### config.mk
export PLATFORM = sky130hd
export DESIGN_NAME = button_click_longpress_detector_top
export DESIGN_NICKNAME = d
export VERILOG_FILES = /design/src/bcld_pkg.sv /design/src/bcld_eval.sv /design/src/button_click_longpress_detector_top.sv
export SDC_FILE = /design/constraint.sdc
export NUM_CORES = 1
export LEC_CHECK = 0
export ABC_AREA = 0
export ABC_CLOCK_PERIOD_IN_PS = 16250
export BUFFER_PORTS_ARGS = -buffer_cell sky130_fd_sc_hd__clkbuf_2
export CAP_MARGIN = 20
export CORE_ASPECT_RATIO = 1.25
export CORE_MARGIN = 3
export CORE_UTILIZATION = 30
export DETAILED_ROUTE_END_ITERATION = 10
export SETUP_SLACK_MARGIN = 0.2
export SLEW_MARGIN = 20
export SYNTH_ARGS = -nofsm -noshare
export SYNTH_HDL_FRONTEND = slang
export SYNTH_HIERARCHICAL = 1
export SYNTH_SLANG_ARGS = --single-unit
### constraint.sdc
create_clock -name aclk -period 16.25 [get_ports aclk]
set_input_delay 0.8125 -clock aclk [delete_from_list [all_inputs] [get_ports aclk]]
set_output_delay 0.8125 -clock aclk [all_outputs]
set_load 0.03 [all_outputs]
### src/bcld_pkg.sv
// Package with the shared types and constants of the button click and long-press detector.
package bcld_pkg;

    localparam int unsigned TIME_W = 32;
    localparam int unsigned CFG_W = 16;
    localparam int unsigned CLICK_W = 8;
    localparam int unsigned CFG_ADDR_W = 2;

    // Register indexes of the configuration port.
    localparam logic [CFG_ADDR_W-1:0] REG_DEBOUNCE_TIME   = 2'd0;
    localparam logic [CFG_ADDR_W-1:0] REG_CLICK_WINDOW    = 2'd1;
    localparam logic [CFG_ADDR_W-1:0] REG_LONG_PRESS_TIME = 2'd2;
    localparam logic [CFG_ADDR_W-1:0] REG_ACTIVE_LOW      = 2'd3;

    // Reset values of the configuration registers.
    localparam logic [CFG_W-1:0] DEBOUNCE_TIME_RST   = 16'd40;
    localparam logic [CFG_W-1:0] CLICK_WINDOW_RST    = 16'd250;
    localparam logic [CFG_W-1:0] LONG_PRESS_TIME_RST = 16'd600;
    localparam logic             ACTIVE_LOW_RST      = 1'b1;

    // The click counter stops here.
    localparam logic [CLICK_W-1:0] CLICK_MAX = 8'd255;
    localparam logic [CLICK_W-1:0] CLICK_ONE = 8'd1;
    localparam logic [CLICK_W-1:0] CLICK_TWO = 8'd2;

    typedef struct packed {
        logic [CFG_W-1:0] debounce_time;
        logic [CFG_W-1:0] click_window;
        logic [CFG_W-1:0] long_press_time;
        logic             active_low;
    } cfg_t;

    typedef struct packed {
        logic               started;
        logic               last_raw_pressed;
        logic               stable_pressed;
        logic [TIME_W-1:0]  last_edge_time;
        logic [TIME_W-1:0]  press_start_time;
        logic [CLICK_W-1:0] pending_clicks;
        logic [TIME_W-1:0]  release_time;
        logic               long_done;
    } state_t;

    typedef struct packed {
        logic               pressed;
        logic               changed;
        logic               single_click;
        logic               double_click;
        logic               long_start;
        logic               long_end;
        logic [CLICK_W-1:0] clicks_reported;
        logic               holding;
        logic [TIME_W-1:0]  hold_time;
    } result_t;

endpackage

### src/bcld_eval.sv
// Combinational evaluation of one poll: next detector state and the result word.
module bcld_eval (
    input  bcld_pkg::cfg_t                  cfg,
    input  bcld_pkg::state_t                state,
    input  logic [bcld_pkg::TIME_W-1:0]     now_ms,
    input  logic                            raw_level,
    output bcld_pkg::state_t                state_next,
    output bcld_pkg::result_t               result
);

    logic                          raw;
    logic [bcld_pkg::TIME_W-1:0]   db_elapsed;
    logic [bcld_pkg::TIME_W-1:0]   held_elapsed;
    logic [bcld_pkg::TIME_W-1:0]   idle_elapsed;
    bcld_pkg::state_t              s_db;
    bcld_pkg::state_t              s_lp;
    logic                          accept;
    logic                          l_end;
    logic                          l_start;

    assign raw = cfg.active_low ? ~raw_level : raw_level;

    always_comb begin
        s_db = state;
        l_end = 1'b0;

        // Any change of the raw flag restarts the debounce timer.
        if (raw != state.last_raw_pressed) begin
            s_db.last_edge_time = now_ms;
            s_db.last_raw_pressed = raw;
        end
        db_elapsed = now_ms - s_db.last_edge_time;
        accept = (db_elapsed >= {{(bcld_pkg::TIME_W-bcld_pkg::CFG_W){1'b0}},
                                 cfg.debounce_time}) && (raw != state.stable_pressed);

        if (accept) begin
            s_db.stable_pressed = raw;
            if (raw) begin
                s_db.press_start_time = now_ms;
                s_db.long_done = 1'b0;
            end else if (!state.long_done) begin
                if (state.pending_clicks != bcld_pkg::CLICK_MAX) begin
                    s_db.pending_clicks = state.pending_clicks + 1'b1;
                end
                s_db.release_time = now_ms;
            end else begin
                l_end = 1'b1;
            end
        end

        // A long press cancels the clicks gathered so far.
        s_lp = s_db;
        l_start = 1'b0;
        held_elapsed = now_ms - s_db.press_start_time;
        if (s_db.stable_pressed && !s_db.long_done &&
            held_elapsed >= {{(bcld_pkg::TIME_W-bcld_pkg::CFG_W){1'b0}},
                             cfg.long_press_time}) begin
            s_lp.long_done = 1'b1;
            s_lp.pending_clicks = '0;
            l_start = 1'b1;
        end

        state_next = s_lp;
        result = '0;
        result.pressed = s_lp.stable_pressed;
        result.changed = accept;
        result.long_start = l_start;
        result.long_end = l_end;
        result.holding = s_lp.stable_pressed && s_lp.long_done;
        result.hold_time = s_lp.stable_pressed ? held_elapsed : '0;

        // Close the multi-click window once it has run out while released.
        idle_elapsed = now_ms - s_lp.release_time;
        if (!s_lp.stable_pressed && (s_lp.pending_clicks != '0) &&
            idle_elapsed >= {{(bcld_pkg::TIME_W-bcld_pkg::CFG_W){1'b0}},
                             cfg.click_window}) begin
            result.clicks_reported = s_lp.pending_clicks;
            result.single_click = (s_lp.pending_clicks == bcld_pkg::CLICK_ONE);
            result.double_click = (s_lp.pending_clicks == bcld_pkg::CLICK_TWO);
            state_next.pending_clicks = '0;
        end

        // The first poll after reset only seeds the debounced state.
        if (!state.started) begin
            state_next = state;
            state_next.started = 1'b1;
            state_next.last_raw_pressed = raw;
            state_next.stable_pressed = raw;
            state_next.last_edge_time = now_ms;
            state_next.press_start_time = now_ms;
            result = '0;
            result.pressed = raw;
        end
    end

endmodule

### src/button_click_longpress_detector_top.sv
// Top level of the button debounce, multi-click and long-press detector.
//
//   Channel   Direction  Handshake            Word
//   s_        in         s_valid / s_ready    s_now_ms, s_raw_level (one poll)
//   m_        out        m_valid / m_ready    pressed, changed, click and long-press
//                                             pulses, clicks_reported, holding, hold_time
//   cfg_      in         cfg_wr_en            cfg_addr, cfg_wdata
//
// Every poll word yields exactly one result word. The block takes one word per cycle
// while the result side is not stalled. A word is held in the input register; the
// detector state and the result register are then updated together when it moves on.
// The input register and the result register each advance when the stage after them
// is empty or is being drained, so a stall on m_ready holds one result and one poll.
// Reset (aresetn low, synchronous) empties both stages, clears the detector state and
// loads the configuration defaults; the first poll after reset only seeds the state.
module button_click_longpress_detector_top (
    input  logic                              aclk,
    input  logic                              aresetn,

    input  logic                              s_valid,
    output logic                              s_ready,
    input  logic [bcld_pkg::TIME_W-1:0]       s_now_ms,
    input  logic                              s_raw_level,

    output logic                              m_valid,
    input  logic                              m_ready,
    output logic                              m_pressed,
    output logic                              m_changed,
    output logic                              m_single_click,
    output logic                              m_double_click,
    output logic                              m_long_start,
    output logic                              m_long_end,
    output logic [bcld_pkg::CLICK_W-1:0]      m_clicks_reported,
    output logic                              m_holding,
    output logic [bcld_pkg::TIME_W-1:0]       m_hold_time,

    input  logic                              cfg_wr_en,
    input  logic [bcld_pkg::CFG_ADDR_W-1:0]   cfg_addr,
    input  logic [bcld_pkg::CFG_W-1:0]        cfg_wdata
);

    // Configuration registers.
    bcld_pkg::cfg_t                 cfg_reg;

    // Input stage.
    logic                           in_valid_reg;
    logic [bcld_pkg::TIME_W-1:0]    now_reg;
    logic                           level_reg;

    // Detector state and result stage.
    bcld_pkg::state_t               state_reg;
    bcld_pkg::state_t               state_next;
    bcld_pkg::result_t              result_reg;
    bcld_pkg::result_t              result_next;
    logic                           out_valid_reg;

    logic                           out_free;
    logic                           advance;

    // The result stage can take a word when it is empty or its word leaves now.
    assign out_free = !out_valid_reg || m_ready;
    assign advance  = in_valid_reg && out_free;
    // The input stage can take a word when it is empty or its word moves on now.
    assign s_ready  = !in_valid_reg || out_free;

    always_ff @(posedge aclk) begin
        if (!aresetn) begin
            cfg_reg.debounce_time   <= bcld_pkg::DEBOUNCE_TIME_RST;
            cfg_reg.click_window    <= bcld_pkg::CLICK_WINDOW_RST;
            cfg_reg.long_press_time <= bcld_pkg::LONG_PRESS_TIME_RST;
            cfg_reg.active_low      <= bcld_pkg::ACTIVE_LOW_RST;
        end else if (cfg_wr_en) begin
            case (cfg_addr)
                bcld_pkg::REG_DEBOUNCE_TIME:   cfg_reg.debounce_time   <= cfg_wdata;
                bcld_pkg::REG_CLICK_WINDOW:    cfg_reg.click_window    <= cfg_wdata;
                bcld_pkg::REG_LONG_PRESS_TIME: cfg_reg.long_press_time <= cfg_wdata;
                bcld_pkg::REG_ACTIVE_LOW:      cfg_reg.active_low      <= cfg_wdata[0];
                default: begin
                end
            endcase
        end
    end

    always_ff @(posedge aclk) begin
        if (!aresetn) begin
            in_valid_reg <= 1'b0;
        end else if (s_ready) begin
            in_valid_reg <= s_valid;
        end
    end

    // Payload registers carry no reset.
    always_ff @(posedge aclk) begin
        if (s_valid && s_ready) begin
            now_reg   <= s_now_ms;
            level_reg <= s_raw_level;
        end
    end

    bcld_eval u_eval (
        .cfg        (cfg_reg),
        .state      (state_reg),
        .now_ms     (now_reg),
        .raw_level  (level_reg),
        .state_next (state_next),
        .result     (result_next)
    );

    // The detector state moves only when a poll moves into the result stage.
    always_ff @(posedge aclk) begin
        if (!aresetn) begin
            state_reg <= '0;
        end else if (advance) begin
            state_reg <= state_next;
        end
    end

    always_ff @(posedge aclk) begin
        if (!aresetn) begin
            out_valid_reg <= 1'b0;
        end else if (out_free) begin
            out_valid_reg <= in_valid_reg;
        end
    end

    always_ff @(posedge aclk) begin
        if (advance) begin
            result_reg <= result_next;
        end
    end

    assign m_valid           = out_valid_reg;
    assign m_pressed         = result_reg.pressed;
    assign m_changed         = result_reg.changed;
    assign m_single_click    = result_reg.single_click;
    assign m_double_click    = result_reg.double_click;
    assign m_long_start      = result_reg.long_start;
    assign m_long_end        = result_reg.long_end;
    assign m_clicks_reported = result_reg.clicks_reported;
    assign m_holding         = result_reg.holding;
    assign m_hold_time       = result_reg.hold_time;

    // A long press that is being held always shows as pressed.
    a_holding_pressed: assert property (@(posedge aclk) disable iff (!aresetn)
        m_valid && m_holding |-> m_pressed)
        else $error("holding reported while not pressed");

    // Hold time is only counted while the button is down.
    a_hold_time_zero: assert property (@(posedge aclk) disable iff (!aresetn)
        m_valid && !m_pressed |-> m_hold_time == '0)
        else $error("hold time nonzero while released");

    // Click pulses agree with the reported count.
    a_single_count: assert property (@(posedge aclk) disable iff (!aresetn)
        m_valid && m_single_click |-> m_clicks_reported == bcld_pkg::CLICK_ONE)
        else $error("single click without a count of one");

    // A long press start leaves the detector holding.
    a_long_start_holding: assert property (@(posedge aclk) disable iff (!aresetn)
        m_valid && m_long_start |-> m_holding && m_clicks_reported == '0)
        else $error("long press start without holding");

    // A word waiting in the result stage is not overwritten while stalled.
    a_result_stall: assert property (@(posedge aclk) disable iff (!aresetn)
        m_valid && !m_ready |=> m_valid && $stable(m_hold_time) && $stable(m_pressed))
        else $error("result word changed under stall");

endmodule

Word-level counts from Yosys, hierarchy flattened
Cells that the tools add are included.
Cells by class
  order comparisons: 3
  bitwise logic cells: 3
  mux-type cells: 22
  eq/ne operators: 9
  $add $sub $neg: 4
  reduce and logical (&&, ||, !) cells: 25
Operators by type and width (count)
  $mux 107: 1
  $ge 32x16->1: 3
  $mux 32: 3
  $sub 32x32->32: 3
  $mux 40: 2
  $mux 73: 1
  $mux 47: 1
  $mux 8: 4
  $reduce_and 2->1: 8
  $mux 1: 9
  $add 8x1->8 const B: 1
  $eq 8x1->1 const B: 1
  $eq 8x2->1 const B: 1
  $logic_and 1x1->1: 8
  $ne 8x8->1 const B: 1
  $reduce_bool 8->1: 1
  $eq 2x2->1 const B: 2
  $logic_not 1->1: 4
  $not 1->1: 3
  $reduce_or 3->1: 1
  $eq 2x1->1 const B: 1
  $logic_not 2->1: 1
  $logic_or 1x1->1: 2
  $mux 2: 1
  other kinds (2): 3
Storage, ports and cells
  output and inout bits: 49
  logic and storage cells: 91
  flip-flop bits (word level): 239
  input bits: 56

Longest topological paths before layout
  depth in word-level cells: 17
  depth in mapped cells: 63
  depth with buffers taken out: 54

By module
The synthesis kept the hierarchy.
Modules (own cells, without submodules)
  bcld_eval: instances 1, area an instance 10068.4 µm², seq. area each 0.0 µm², cells an instance 1512
  button_click_longpress_detector_top: instances 1, area an instance 8426.8 µm², seq. area each 5585.4 µm², cells an instance 739

Least setup slack after synthesis
Ideal clock, no wire load.
  path type: reg2reg
  start: reg level_reg
  end: reg state_reg[37] (netlist name)
  setup time: 0.072 ns
  slack: 4.592 ns
  buffers on the path: 10
  arrival: 11.586 ns
  required time: 16.178 ns
  cell stages (with the launch flop): 60
  clock period less this slack: 11.658 ns
  cells stage by stage: edfxtp_1 > xnor2_1 > inv_1 > ha_1 > clkbuf_1 > buf_2 > clkbuf_1 > clkbuf_1 > nand2_1 > o21ai_0 > ha_1 > inv_1 > ha_1 > a21oi_1 > o22a_1 > buf_2 > maj3_1 > a21oi_1 > [24 not listed] > a31oi_1 > xnor2_1 > ha_1 > a21oi_1 > nor2b_1 > o21ai_0 > o2111ai_1 > a2111o_1 > nor4_1 > nand4_1 > a2111oi_0 > a2111o_1 > clkbuf_1 > nand2_1 > or3_1 > o21ai_1 > nand2_1 > mux2i_1
Between the ends
  longest elaborated chain between the ends: 16
  elaborated cells between the ends (all ways): 26
  classes of those cells: add/sub: 3; order compare: 3; eq/ne: 2; mux: 9; bitwise: 1; reduce/logical: 8
RTL lines
  start: declaration: line button_click_longpress_detector_top.sv:48  | logic level_reg;
  start signal: assignment: line button_click_longpress_detector_top.sv:96  | level_reg <= s_raw_level;
  $not 1->1: line bcld_eval.sv:21  | assign raw = cfg.active_low ? ~raw_level : raw_level;
  $mux 1 *: line bcld_eval.sv:21
  $ne 1x1->1: line bcld_eval.sv:28  | if (raw != state.last_raw_pressed) begin
  $mux 32: line bcld_eval.sv:28
  $sub 32x32->32: line bcld_eval.sv:32  | db_elapsed = now_ms - s_db.last_edge_time;
  $ge 32x16->1: line bcld_eval.sv:33  | accept = (db_elapsed >= {{(bcld_pkg::TIME_W-bcld_pkg::CFG_W){1'b0}},
  $logic_and 1x1->1: line bcld_eval.sv:34  | cfg.debounce_time}) && (raw != state.stable_pressed);
  $mux 73: line bcld_eval.sv:36  | if (accept) begin
  $sub 32x32->32 or $logic_not 1->1 (tied branches): line bcld_eval.sv:54, bcld_eval.sv:55
  $ge 32x16->1 or $logic_and 1x1->1 (tied branches): line bcld_eval.sv:56, bcld_eval.sv:55
  $logic_and 1x1->1: line bcld_eval.sv:55  | if (s_db.stable_pressed && !s_db.long_done &&
  $mux 8: line bcld_eval.sv:55
  $reduce_bool 8->1: line bcld_eval.sv:74  | if (!s_lp.stable_pressed && (s_lp.pending_clicks != '0) &&
  $logic_and 1x1->1 (2 in series): line bcld_eval.sv:74
  $mux 8 *: line bcld_eval.sv:74
  end signal: assignment: line button_click_longpress_detector_top.sv:114  | state_reg <= state_next;
  end: declaration: line button_click_longpress_detector_top.sv:51  | bcld_pkg::state_t state_reg;
Every way passes the cells marked *; elsewhere a longest branch is shown, timed or not.
A chain may end at the register's enable or synchronous reset.

Worst setup path in the final report
  start: reg level_reg
  end: reg state_reg[33] (netlist name)
Same word-level chain as after synthesis.

==> impl_metrics.ini <==
[critical_path]
r2r-start = level_reg$_DFFE_PP_
cp_max_fo = 42
ff2ff_path_depth = 51
rr_endpoint = state_reg[33]$_SDFFE_PN0P_
crit_path_top_delay_cell = ha_2
crit_arrival_ps = 13680
critPathMostFrequentCell = ha_1
path_class = register to register
path_delay_family = compound AO/OA/AOI/OAI gates
worstPathRequired_ps = 16720
reg2reg_slack_ps = 3040
cpPeakStageDelay_ps = 870
cp-end-kind = register
cp-startpoint = level_reg$_DFFE_PP_
cp-endpoint = state_reg[33]$_SDFFE_PN0P_
cp-start-kind = register
path_buf_inv = 4
worst-path-stages = 51

[timing]
slew_violations = 0
setup_ws_ps = 3040
clock_skew_ps = 19.2
setup_viol = 0
rsz0062_at_grt = no
final-hold-violation-count = 0
worstMarginPinSlew_ps = 1030
setup-tns-final_ps = 0
holdWs_ps = 419
post-route-min-period_ps = 13210
fmax_ghz = 0.0757
relSlewSlack_pct = 31.1
period_share_pct = 81.3

[global_route]
grt-ovfl-total = 0
grt_max_degree = 134
antenna_found_initial = 0
grt_usage_pct = 16.6
grt_pass1_vias = 16000
grt_pass1_wl_um = 88100

[placed_design]
dp_slack_ps = 3120
dpl.hpwl_um = 42800
gp_congestion = 0.961
portBuffers = 104

[yosys]
synth_nets = 2440
yosys.area.top_type = dfxtp_1
synth_most_common_cell = nand2_1
synth_seq_cells = 239
synth.distinct_cells = 86
synthTopCellsByArea = dfxtp_1 (17%), edfxtp_1 (13%), mux2i_1 (11%)
synth_top_flop_cell = dfxtp_1
synth_common_cells = nand2_1 (367), mux2i_1 (198), a21oi_1 (171)
synth_edf_count = 80
syn_avg_cell_area_um2 = 8.22
netlist_area_um2 = 18500
yosysWarnings = 6
synth-seq-area-share_pct = 30.2
syn_inst = 2251
synth_top_area_share_pct = 17.2
async_reset_ff_share_pct = 0

[cts]
cts_buffers = 27
cts.path.max_buffers = 3
cts-root-buf = clkbuf_16
clock_latency_ps = 570
cts.sinks = 239
postCtsSetupBuffers = 0
cts_resized = 0
hold_buffers = 0
h-tree-depth = 1
cts_tree = built
clk_pin_slew_ps = 70

[power]
peakVddDrop_v = 0.0000848
total_power_uw = 1920
power_density_nw_per_um2 = 93.6
p_leak_uw = 0.00830

[cells_and_area]
largest_register_ffs = 108
syn2layout_area_growth_pct = 10.9
nNetsFinal = 2451
num-fill-cells = 6402
multiInputGateArea_um2 = 11900
seq_area_um2 = 5590
diodes = 0
drive_gt1_share_pct = 10.3

[worst_hold_path]
hp-start = s_now_ms[1]
min_path_type = input port to register

[status]
run_status = finished clean

[die]
io_pins = 105
num_rows = 101
dieArea_um2 = 64700
core_area_um2 = 60900
start_util_pct = 30.4
die_h_um = 284
die_w_um = 228

[drt]
viasPerCell = 5.25
drt_pass1_iterations = 7
wl_per_cell_um = 18.0
drt_iter0_drc = 939
ant_nets = 0
via_count = 16300
drt-total-wl_um = 55900
drc = 0

[job]
max-cap-violations = 0
## layout by cell type, fill, tap and decap left out, types with 10 or more instances in the layout
| cell | n |
|---|---|
| a21o_1 | 46 |
| a21oi_1 | 171 |
| a31oi_1 | 20 |
| and2_1 | 10 |
| and3_1 | 26 |
| clkbuf_16 | 28 |
| clkbuf_2 | 103 |
| dfxtp_1 | 158 |
| edfxtp_1 | 80 |
| ha_1 | 130 |
| inv_1 | 99 |
| mux2_2 | 43 |
| mux2i_1 | 198 |
| nand2_1 | 365 |
| nand2b_1 | 46 |
| nand3_1 | 69 |
| nand4_1 | 17 |
| nor2_1 | 129 |
| nor2b_1 | 35 |
| nor3_1 | 32 |
| nor4_1 | 10 |
| o211ai_1 | 12 |
| o21a_1 | 18 |
| o21ai_0 | 121 |
| o21bai_1 | 12 |
| o22ai_1 | 11 |
| o31a_1 | 11 |
| xnor2_1 | 39 |
| xor2_1 | 32 |
## where the power goes
| part | total [uW] | switching [uW] | internal (uW) |
|---|---|---|---|
| clock network | 641 | 268 | 373 |
| logic | 604 | 373 | 231 |
| registers | 674 | 29.5 | 644 |
| total | 1920 | 671 | 1250 |
## layer usage
metal  routed length [um]  GRT usage, %
met1                23700          20.3
met2                27900          30.3
met3                 2620          1.66
met4                 1800          5.72
met5                    0             0
## metrics by stage
| stage | cell area, um2 | utilization [%] | cells |
|---|---|---|---|
| floorplan | 18500 | - | 2251 |
| global placement | 19500 | 32.1 | 3054 |
| detailed placement | 19600 | 32.1 | 3055 |
| CTS | 20500 | 33.6 | 3105 |
| global route | 20500 | 33.7 | 3107 |
| finish | 20500 | 33.7 | 3107 |
## cell type report
cell class,count,share of cell area [%]
clock buffers,33,3.61
well taps,824,5.03
repair buffers,115,3.16
multi-input cells,1780,58.3
inverters,99,1.81
clock inverters,17,0.879
flip-flops and latches,239,27.2
## worst min-delay path by stage
stage	endpoint	slack, ps	cells past startpoint
6_report	now_reg[1]$_DFFE_PP_	420	1
5_1_grt	now_reg[1]$_DFFE_PP_	400	1
4_1_cts	now_reg[26]$_DFFE_PP_	380	1
3_5_place_dp	state_reg[69]$_SDFFE_PN0P_	450	2
3_3_place_gp	state_reg[70]$_SDFFE_PN0P_	440	2
2_1_floorplan	state_reg[49]$_SDFFE_PN0P_	430	2
## logic make-up after synthesis
group,after synthesis,share of synthesized area [%]
AOI/OAI and AO/OA,532,18.3
adders and majority gates,138,9.35
xor gates and xnor gates,71,3.36
and+or+nand+nor,796,19.9
DFF,239,30.2
muxes,242,13.5
buffers and inverters,232,5.37
other,1,0.0203
No activity file was read; power rests on OpenSTA's default activity.
